### src/design/tlbf_pkg.sv
`default_nettype none
package tlbf_pkg;
  localparam int unsigned MaxWidthDef  = 256;
  localparam int unsigned MaxHeightDef = 256;
  localparam int unsigned MaxLinesDef  = 32;
  localparam int unsigned CfgW         = 9;
  localparam int unsigned CfgIdxW      = 3;

  localparam logic [CfgIdxW-1:0] RegLineThr = 3'd0;
  localparam logic [CfgIdxW-1:0] RegColThr  = 3'd1;
  localparam logic [CfgIdxW-1:0] RegMinH    = 3'd2;
  localparam logic [CfgIdxW-1:0] RegWidth   = 3'd3;
  localparam logic [CfgIdxW-1:0] RegHeight  = 3'd4;

  typedef struct packed {
    logic load;      // pixel transfer accepted
    logic trim_init; // start trimming box at index
    logic left_step; // step left edge past a light column
    logic right_step;
    logic col_clr;   // clear column accumulator, set y = top
    logic col_acc;   // accumulate one map read
    logic frame_clr;
  } tlbf_cmd_t;

  typedef struct packed {
    logic frame_end; // current transfer ends frame
    logic no_boxes;
    logic col_done;  // y reached bottom (or past map)
    logic col_light;
    logic left_more; // left < w
    logic right_more;// right > left
    logic last_box;
  } tlbf_sts_t;
endpackage
`default_nettype wire

### src/design/tlbf_ctrl.sv
`default_nettype none
module tlbf_ctrl #(
  parameter int unsigned MaxLines = tlbf_pkg::MaxLinesDef
) (
  input  wire logic clk_i,
  input  wire logic rst_ni,
  input  wire logic in_valid_i,
  output logic in_stall_o,
  output logic out_valid_o,
  input  wire logic out_stall_i,
  input  wire tlbf_pkg::tlbf_sts_t sts_i,
  output tlbf_pkg::tlbf_cmd_t cmd_o,
  output logic [$clog2(MaxLines+1)-1:0] box_k_o,
  output logic valid_mark_o,
  output logic last_mark_o
);
  localparam int unsigned KW = $clog2(MaxLines+1);
  typedef enum logic [7:0] {
    S_LOAD  = 8'b00000001,
    S_INIT  = 8'b00000010,
    S_LCLR  = 8'b00000100,
    S_LACC  = 8'b00001000,
    S_RCLR  = 8'b00010000,
    S_RACC  = 8'b00100000,
    S_EMIT  = 8'b01000000,
    S_NONE  = 8'b10000000
  } state_e;

  state_e st_q, st_d;
  logic [KW-1:0] k_q, k_d;
  logic wait_q, wait_d; // waits for the last read to land

  always_ff @(posedge clk_i or negedge rst_ni) begin
    if (!rst_ni) begin
      st_q <= S_LOAD; k_q <= '0; wait_q <= 1'b0;
    end else begin
      st_q <= st_d; k_q <= k_d; wait_q <= wait_d;
    end
  end

  logic acc;
  assign acc = in_valid_i && (st_q == S_LOAD);

  always_comb begin
    st_d = st_q; k_d = k_q; wait_d = 1'b0;
    cmd_o = '0;
    out_valid_o = 1'b0;
    valid_mark_o = 1'b0;
    last_mark_o = 1'b0;
    in_stall_o = (st_q != S_LOAD);
    unique case (st_q)
      S_LOAD: begin
        cmd_o.load = acc;
        if (acc && sts_i.frame_end) begin
          k_d = '0;
          st_d = S_INIT;
        end
      end
      S_INIT: begin
        if (sts_i.no_boxes) st_d = S_NONE;
        else begin cmd_o.trim_init = 1'b1; st_d = S_LCLR; end
      end
      S_LCLR: begin
        if (!sts_i.left_more) st_d = S_RCLR;
        else begin cmd_o.col_clr = 1'b1; st_d = S_LACC; end
      end
      S_LACC: begin
        if (!sts_i.col_done) cmd_o.col_acc = 1'b1;
        else if (!wait_q) wait_d = 1'b1;
        else begin
          cmd_o.left_step = 1'b1;
          st_d = sts_i.col_light ? S_LCLR : S_RCLR;
        end
        wait_d = sts_i.col_done && !wait_q;
      end
      S_RCLR: begin
        if (!sts_i.right_more) st_d = S_EMIT;
        else begin cmd_o.col_clr = 1'b1; cmd_o.right_step = 1'b0; st_d = S_RACC; end
      end
      S_RACC: begin
        if (!sts_i.col_done) cmd_o.col_acc = 1'b1;
        else if (wait_q) begin
          cmd_o.right_step = 1'b1;
          st_d = sts_i.col_light ? S_RCLR : S_EMIT;
        end
        wait_d = sts_i.col_done && !wait_q;
      end
      S_EMIT: begin
        out_valid_o = 1'b1;
        valid_mark_o = 1'b1;
        last_mark_o = sts_i.last_box;
        if (!out_stall_i) begin
          if (sts_i.last_box) begin
            cmd_o.frame_clr = 1'b1; st_d = S_LOAD;
          end else begin
            k_d = k_q + KW'(1); st_d = S_INIT;
          end
        end
      end
      S_NONE: begin
        out_valid_o = 1'b1;
        last_mark_o = 1'b1;
        if (!out_stall_i) begin cmd_o.frame_clr = 1'b1; st_d = S_LOAD; end
      end
      default: st_d = S_LOAD;
    endcase
  end

  assign box_k_o = k_q;
endmodule
`default_nettype wire

### config.mk
export PLATFORM = sky130hd
export DESIGN_NAME = tlbf_ctrl
export DESIGN_NICKNAME = d
export VERILOG_FILES = /design/src/design/tlbf_pkg.sv /design/src/design/tlbf_ctrl.sv
export SDC_FILE = /design/constraint.sdc
export NUM_CORES = 1
export LEC_CHECK = 0
export BUFFER_PORTS_ARGS = -buffer_cell sky130_fd_sc_hd__buf_4
export CAP_MARGIN = 20
export CORE_AREA = 2 2 51 53
export CTS_CLUSTER_DIAMETER = 80
export DETAILED_ROUTE_END_ITERATION = 7
export DIE_AREA = 0 0 53 55
export PLACE_DENSITY_LB_ADDON = 0.15
export SYNTH_ARGS = -nofsm -noshare
export SYNTH_HDL_FRONTEND = slang
export SYNTH_SLANG_ARGS = --single-unit
### constraint.sdc
create_clock -name clk_i -period 2.06 [get_ports clk_i]
set_input_delay 0.309 -clock clk_i [delete_from_list [all_inputs] [get_ports clk_i]]
set_output_delay 0.309 -clock clk_i [all_outputs]
set_load 0.02 [all_outputs]
==> results by group, run 1 <==
Outcome
  – Status: complete, but fails checks
  – Failing checks: setup timing

Power and ir drop
  – Design Power: 1.160 mW
  – Sw Pwr: ~0.45 mW
  – Clock power frac: between 15 and 20%
  – Switch share: approximately two fifths
  – Combinational share of power: 53.4%
  – Sequential share of power: 31.5%
  – Pwr dens: around 760 mW/mm^2
  – Leakage power: ~0.73 nW
  – Maximum VDD drop: 0.0004718 V
  – Internal power: 0.7120 mW

Routing
  – DRC viols: 0
  – DR iter-0 viols: 42
  – Via density: roughly 5.6
  – First-pass iteration count of the detailed router: 4
  – Total wire length: 2917 um
  – Via count: approximately 1100
  – Wire per inst: between 10 and 15 um
  – Post-route ant nets: 0

STA
  – Setup Viol. Count Final: 5
  – Unrepaired setup endpoints after global routing: true
  – Final Hold Vio Count: 0
  – Minimum clock period: 2.157 ns
  – Fmax: between 0.4 and 0.5 GHz
  – Final Cycle Share: 104.7%
  – Final clock skew: around 0.00077 ns
  – Measured slew at the worst slew-check pin: 0.3777 ns
  – Max-Slew Margin vs Limit: between 70% and 80%
  – Max Slew Vio Count: 0
  – Final worst slack: -0.09750 ns

Placement
  – DP HPWL: approximately 2000 um
  – I/O Buffers: 27
  – GPL Wtd Cong: 0.9205

Logic synthesis
  – Multiplexer share of the synthesized area: 0%
  – Largest family of logic cells by synthesized area: simple AND/OR/NAND/NOR gates
  – Cell taking the most area after synthesis: dfrtp_1
  – Fraction of registers with async set/reset: 100.0%
  – Post-Synth XOR/XNOR Area: ~2.5%
  – Synth cell types: between 40 and 50
  – Complex-gate fraction of the synthesized area: 19.28%
  – Syn Nets: 136
  – Primary FF master, synth: dfrtp_1
  – Mapped cell area: just over 0.001 sq mm
  – Gate Count Post-Synth: between 100 and 150
  – Yosys top cell area share: 33.73%
  – Yosys warns: 0
  – Post-synthesis simple-gate area fraction: between 30% and 40%
  – Synth Area in Adders: about 1.2%
  – Area contributors post-synth: dfrtp_1 34%, and2_1 4.8%, nand2_1 4.3%
  – EDFF count, synth: 0
  – Seq/Total Area, Yosys: 36.27%
  – Syn avg cell area: approximately 8.4 sq um
  – Seq cells post-synth: 15

Finish
  – Nets: 187
  – Fraction of layout cells with a size suffix above 1: between 40 and 50%
  – Area delta synth->final: 47.71%
  – Diodes inserted: 0
  – Layout Utilization: around two thirds

Floorplanning
  – Rows: 18
  – Core area: 0.002365 sq mm
  – Die area: approximately 0.0029 sq mm
  – Die height: roughly 55 um
  – Top-Level Pins: 28
  – Die X: about 53 um
  – Starting Density: a little over two fifths

Worst setup path
  – Worst Path Arrival: ~1.9 ns
  – Origin of the critical flop-to-flop path: st_q[6]$_DFFE_PN0P_
  – Setup crit end kind: primary output
  – Critical Path Start Type: flip-flop
  – Critical Path Start: st_q[6]$_DFFE_PN0P_
  – CP required: 1.75 ns
  – CP max FO: 4
  – Setup CP Type: reg -> out

Hold path
  – Hold Path Class: in -> reg
  – Worst Hold Launch: sts_i[2]

Run
  – MaxCap Viol Count: 0

Clock network
  – Number of buffers created by CTS: 3
  – CTS tree: yes
  – Clock tree buffer depth: 2
  – Later-pin clock latency in the skew report: roughly 0.28 ns
  – Clock tree sinks: 15
  – Reg clk slew, reported paths: 0.10 ns
  – H-tree Lvls: 1
  – Root buf cell: clkbuf_4

Global route
  – Largest net degree at the start of global routing: 16
  – First-pass GRT wire length: ~4600 um
  – Global Route met1 Usage: a little over a quarter
  – Total GRT Usage: 21.80%
  – GR Layer Usage met3: about 3.5%
  – Most utilized layer in the global route result: met2
  – Global Route met2 Usage: about two fifths
  – Vias in the first global route: 1029
  – Initial antenna violation count: 0
  – GRT overflow: 0
[per-stage QoR]
step / worst slack, ns / setup TNS (ns) / instance area (sq um) / cells / hold slack [ns]
detailed placement: 0.09537 / 0 / 1318 / 185 / 0.1792
finish: -0.09750 / -0.4005 / 1534 / 204 / 0.2575
CTS: -0.1452 / -0.5911 / 1416 / 194 / 0.2564
global route: -0.1713 / -1.095 / 1534 / 204 / 0.2590
global placement: 0.1034 / 0 / 1318 / 185 / 0.1780
floorplan: 0.03779 / 0 / 1044 / 124 / 0.01341
[synthesized netlist by cell type, types with 2 or more instances]
cell type / n
dfrtp_1: 14
nand2_1: 12
nor2_1: 10
and2_1: 8
o21ai_0: 8
inv_1: 6
nor3_1: 6
nand3_1: 5
nand3b_1: 5
nor2b_1: 5
nand2b_1: 4
a21oi_1: 3
a31oi_1: 3
a22o_1: 2
clkbuf_1: 2
xnor2_1: 2
[cell usage in the layout (no fill, tap or decap), drive strengths merged, types with 2 or more instances in the layout]
master | synthesis | layout
a22o | 2 | 2
clkbuf | 2 | 4
o21ai | 10 | 10
nand3 | 5 | 5
nand3b | 5 | 5
nor2 | 10 | 10
and2 | 8 | 8
xnor2 | 2 | 2
or3b | 2 | 2
nand2 | 12 | 12
a31oi | 3 | 3
inv | 6 | 6
buf | 1 | 48
a21oi | 3 | 3
nor3 | 7 | 7
dfrtp | 14 | 14
nand2b | 4 | 4
nor2b | 5 | 5
or4 | 2 | 2
[critical path: stages, from the launching register on]
cell and delay, ns:
dfrtp_1 0.42, or3_1 0.41, or4_4 0.47, a21oi_2 0.12, buf_4 0.15
[power by group through the flow]
stage	logic (mW)	registers [mW]	clock network, mW
floorplan	0.299	0.357	0
global placement	0.477	0.362	0
detailed placement	0.483	0.364	0
CTS	0.550	0.361	0.180
global route	0.674	0.369	0.189
finish	0.619	0.366	0.175
[kinds of logic (layout without fill, tap and decap cells)]
kind of cell	count (synthesis)	after routing
AO/OA/AOI/OAI	29	29
buffers and inverters	9	59
XOR/XNOR	3	3
adder cells (fa/ha/maj)	1	1
flip-flops	15	15
AND/OR/NAND/NOR	67	67
[timing repair]
item | in CTS | in global routing
gates resized for setup | 10 | 10
endpoints found under the setup margin | 7 | 17
setup buffers | 5 | 11
hold endpoints to repair | 14 | 0
pin swaps | 4 | 5
hold buffers | 1 | 0
[per-layer routing]
metal  vias to the layer above  routed length, um  share of wire [%]
li1                        543                  -                  -
met3                         2                 90                3.1
met5                         -                  0                  0
met2                        27               1535                 53
met4                         0                 19               0.65
met1                       565               1273                 44
[cell type report]
class	count	area [sq um]
tap	30	37.54
inverter	6	22.52
sequential	15	381.6
clock buffer	4	26.28
multi-input combinational	100	688.2
timing repair buffer	49	377.9
fill	220	830.8
[registers in the layout (all words and copies together), names as in the netlist]
name,cells
wait_q,1
box_k_o,6
st_q,8
[path summary, 6_finish.rpt]
| check | to | slack [ns] | cells after the start |
|---|---|---|---|
| hold / removal | st_q[3]$_DFFE_PN0P_ | 0.26 | 2 |
| min in group asynchronous | wait_q$_DFF_PN0_ | 0.42 | 2 |
| setup reg to reg | st_q[6]$_DFFE_PN0P_ | -0.04 | 5 |
| hold reg to reg | wait_q$_DFF_PN0_ | 0.44 | 1 |
| max in group asynchronous | st_q[0]$_DFFE_PN1P_ | 1.39 | 2 |
| setup / recovery | cmd_o[2] | -0.1 | 4 |
(Power assumes the default switching activity.)
==> inputs of run 2 (changes only) <==
--- a/config.mk
+++ b/config.mk
@@ -8,6 +8,7 @@
 export BUFFER_PORTS_ARGS = -buffer_cell sky130_fd_sc_hd__buf_4
 export CAP_MARGIN = 20
 export CORE_AREA = 2 2 51 53
+export CTS_BUF_LIST = sky130_fd_sc_hd__clkbuf_16
 export CTS_CLUSTER_DIAMETER = 80
 export DETAILED_ROUTE_END_ITERATION = 7
 export DIE_AREA = 0 0 53 55
==> run 2 against run 1 <==
Net effect: the flow still finishes with violations (setup timing); critical path depth increased by 2; routed wire length decreased by 3.7%; utilization down 0.42 points; largest cell class unchanged; largest power group unchanged.
==> results by group, run 2 (same netlist as run 1, synthesis figures left out) <==
Outcome
  – Status: complete, but fails checks
  – Failing checks: setup timing

Placement
  – Placed cell count: 185 (unchanged)
  – Dpl cell area: 0.001318 sq mm (unchanged)
  – DP HPWL: 1964 um (unchanged)
  – I/O Buffers: 27 (unchanged)
  – GPL Wtd Cong: 0.9205 (unchanged)
  – Pre-CTS setup slack: 0.09537 ns (unchanged)

Finish
  – Most frequent cells in the layout: 40 x buf_4, 11 x nand2_1, 10 x dfrtp_1
  – Layout Utilization: 64.44% (-0.42 points)
  – Largest register by flop count: st_q
  – Cell area after layout: 0.001524 sq mm (-0.65%)
  – Finished Layout Cells: 198 (-2.9%)
  – Nets: 181 (-3.2%)
  – Area delta synth->final: 46.75%
  – Fraction of layout cells with a size suffix above 1: 39.29% (-3.8 points)
  – Max reg flops: 8 (unchanged)
  – Commonest non-fill, non-tap cell in the layout: buf_4
  – Diodes inserted: 0 (unchanged)

Floorplanning
  – Die X: 53 um (unchanged)
  – Rows: 18 (unchanged)
  – Die height: 55 um (unchanged)
  – Starting Density: 43.92% (unchanged)
  – Top-Level Pins: 28 (unchanged)
  – Core area: 0.002365 sq mm (unchanged)
  – Die area: 0.002915 sq mm (unchanged)

Routing
  – M1 WL: 1215 um (-4.6%)
  – First-pass iteration count of the detailed router: 4 (unchanged)
  – Total wire length: 2808 um (-3.7%)
  – Wire per inst: 14.18 um (-0.82%)
  – DR iter-0 viols: 9 (-79%)
  – Via count: 1094 (-3.8%)
  – DRC viols: 0 (unchanged)
  – Post-route ant nets: 0 (unchanged)
  – Routed wl met3: 109 um (+21%)
  – Highest routed layer: met4
  – Wire length on met2: 1412 um (-8.0%)
  – Via density: 5.525 (-0.87%)

Global route
  – Total GRT Usage: 22.93% (+1.1 points)
  – Vias in the first global route: 1031 (+0.19%)
  – GRT overflow: 0 (unchanged)
  – Initial antenna violation count: 0 (unchanged)
  – Largest net degree at the start of global routing: 16 (unchanged)
  – First-pass GRT wire length: 4650 um (+1.2%)

Worst setup path
  – CP max stage delay: 0.52 ns (+0.05 ns)
  – Buffer and inverter count on the worst path: 2 (+1)
  – Worst Path Arrival: 1.80 ns (-0.05 ns)
  – Setup CP Type: reg -> out
  – Critical path's slowest cell: or4_4
  – Crit path cell chain: or4_4, nor3_4, buf_6, nand2_1, nor2_1, buf_4
  – Setup crit end kind: primary output
  – Critical Path Start Type: flip-flop
  – CP required: 1.75 ns (about the same)
  – CP max FO: 4 (unchanged)
  – Cell family with most CP delay: simple AND/OR/NAND/NOR gates

Power and ir drop
  – Pwr dens: 877.9 mW/mm^2 (+16%)
  – Design Power: 1.338 mW (+15%)
  – Maximum VDD drop: 0.0005393 V (+14%)
  – Leakage power: 0.7271 nW (-0.98%)

Hold path
  – Hold Path Class: in -> reg

Clock network
  – Reg clk slew, reported paths: 0.05 ns (-0.05 ns)
  – Root buf cell: clkbuf_16
  – Clock tree sinks: 15 (unchanged)
  – H-tree Lvls: 1 (unchanged)
  – Later-pin clock latency in the skew report: 0.25 ns (-0.03 ns)
  – CTS tree: yes
  – Number of buffers created by CTS: 3 (unchanged)
  – Clock tree buffer depth: 2 (unchanged)

STA
  – Unrepaired setup endpoints after global routing: true
  – Final Cycle Share: 102.2% (-2.5 points)
  – Final clock skew: 0.001454 ns (+0.0006886 ns)
  – Min Hold Slack: 0.2955 ns (+0.03802 ns)
  – Setup Viol. Count Final: 5 (unchanged)
  – Final Hold Vio Count: 0 (unchanged)
  – Fmax: 0.4749 GHz (+2.5%)
  – Final worst slack: -0.04552 ns (+0.05198 ns)
  – Minimum clock period: 2.106 ns (-0.05198 ns)
  – Setup TNS: -0.1393 ns (+0.2612 ns)
  – Max Slew Vio Count: 0 (unchanged)
  – Measured slew at the worst slew-check pin: 0.3671 ns (-0.01068 ns)
  – Max-Slew Margin vs Limit: 75.51% (+0.71 points)

Run
  – MaxCap Viol Count: 0 (unchanged)
run 2: changes by cell type in the layout (fill, tap and decap cells not counted), sizes merged:
cell,delta
buf,-6
clkbuf,-1
inv,+1
run 2: worst paths after layout:
check / startpoint / slack, ns / depth (start not counted) / endpoint
min in group asynchronous: rst_ni / 0.46 / 2 / box_k_o[4]$_DFFE_PN0P_
setup reg to reg: st_q[6]$_DFFE_PN0P_ / 0 / 5 / st_q[6]$_DFFE_PN0P_
hold reg to reg: wait_q$_DFF_PN0_ / 0.43 / 1 / wait_q$_DFF_PN0_
max in group asynchronous: rst_ni / 1.34 / 2 / st_q[0]$_DFFE_PN1P_
hold / removal: sts_i[2] / 0.30 / 2 / st_q[3]$_DFFE_PN0P_
setup / recovery: st_q[4]$_DFFE_PN0P_ / -0.05 / 6 / cmd_o[4]
run 2: area by class of cell:
cell class | instances | area, sq um
flip-flops and latches | 15 | 381.6
clock inverters | 1 | 3.754
fillers | 216 | 840.8
well taps | 30 | 37.54
inverters | 6 | 22.52
multi-input cells | 100 | 670.6
repair buffers | 43 | 332.8
clock buffers | 3 | 75.07
run 2: repair_timing:
action	in CTS	in global routing
pin swaps	5	4
endpoints found under the hold margin	14	0
gates resized for setup	9	8
hold buffers	1	0
buffers inserted	5	4
setup endpoints to repair	6	16
run 2: routing by layer:
| metal | global-route usage (%) | vias up |
|---|---|---|
| met3 | 3.495 | 5 |
| met5 | 0 | - |
| li1 | - | 534 |
| met2 | 39.38 | 30 |
| met1 | 27.32 | 525 |
| met4 | 13.68 | 0 |
run 2: where the power goes:
| group | internal (mW) | total [mW] | switching (mW) |
|---|---|---|---|
| sequential | 0.325 | 0.366 | 0.0411 |
| combinational | 0.295 | 0.586 | 0.291 |
| clock | 0.258 | 0.385 | 0.128 |
| total | 0.878 | 1.34 | 0.460 |
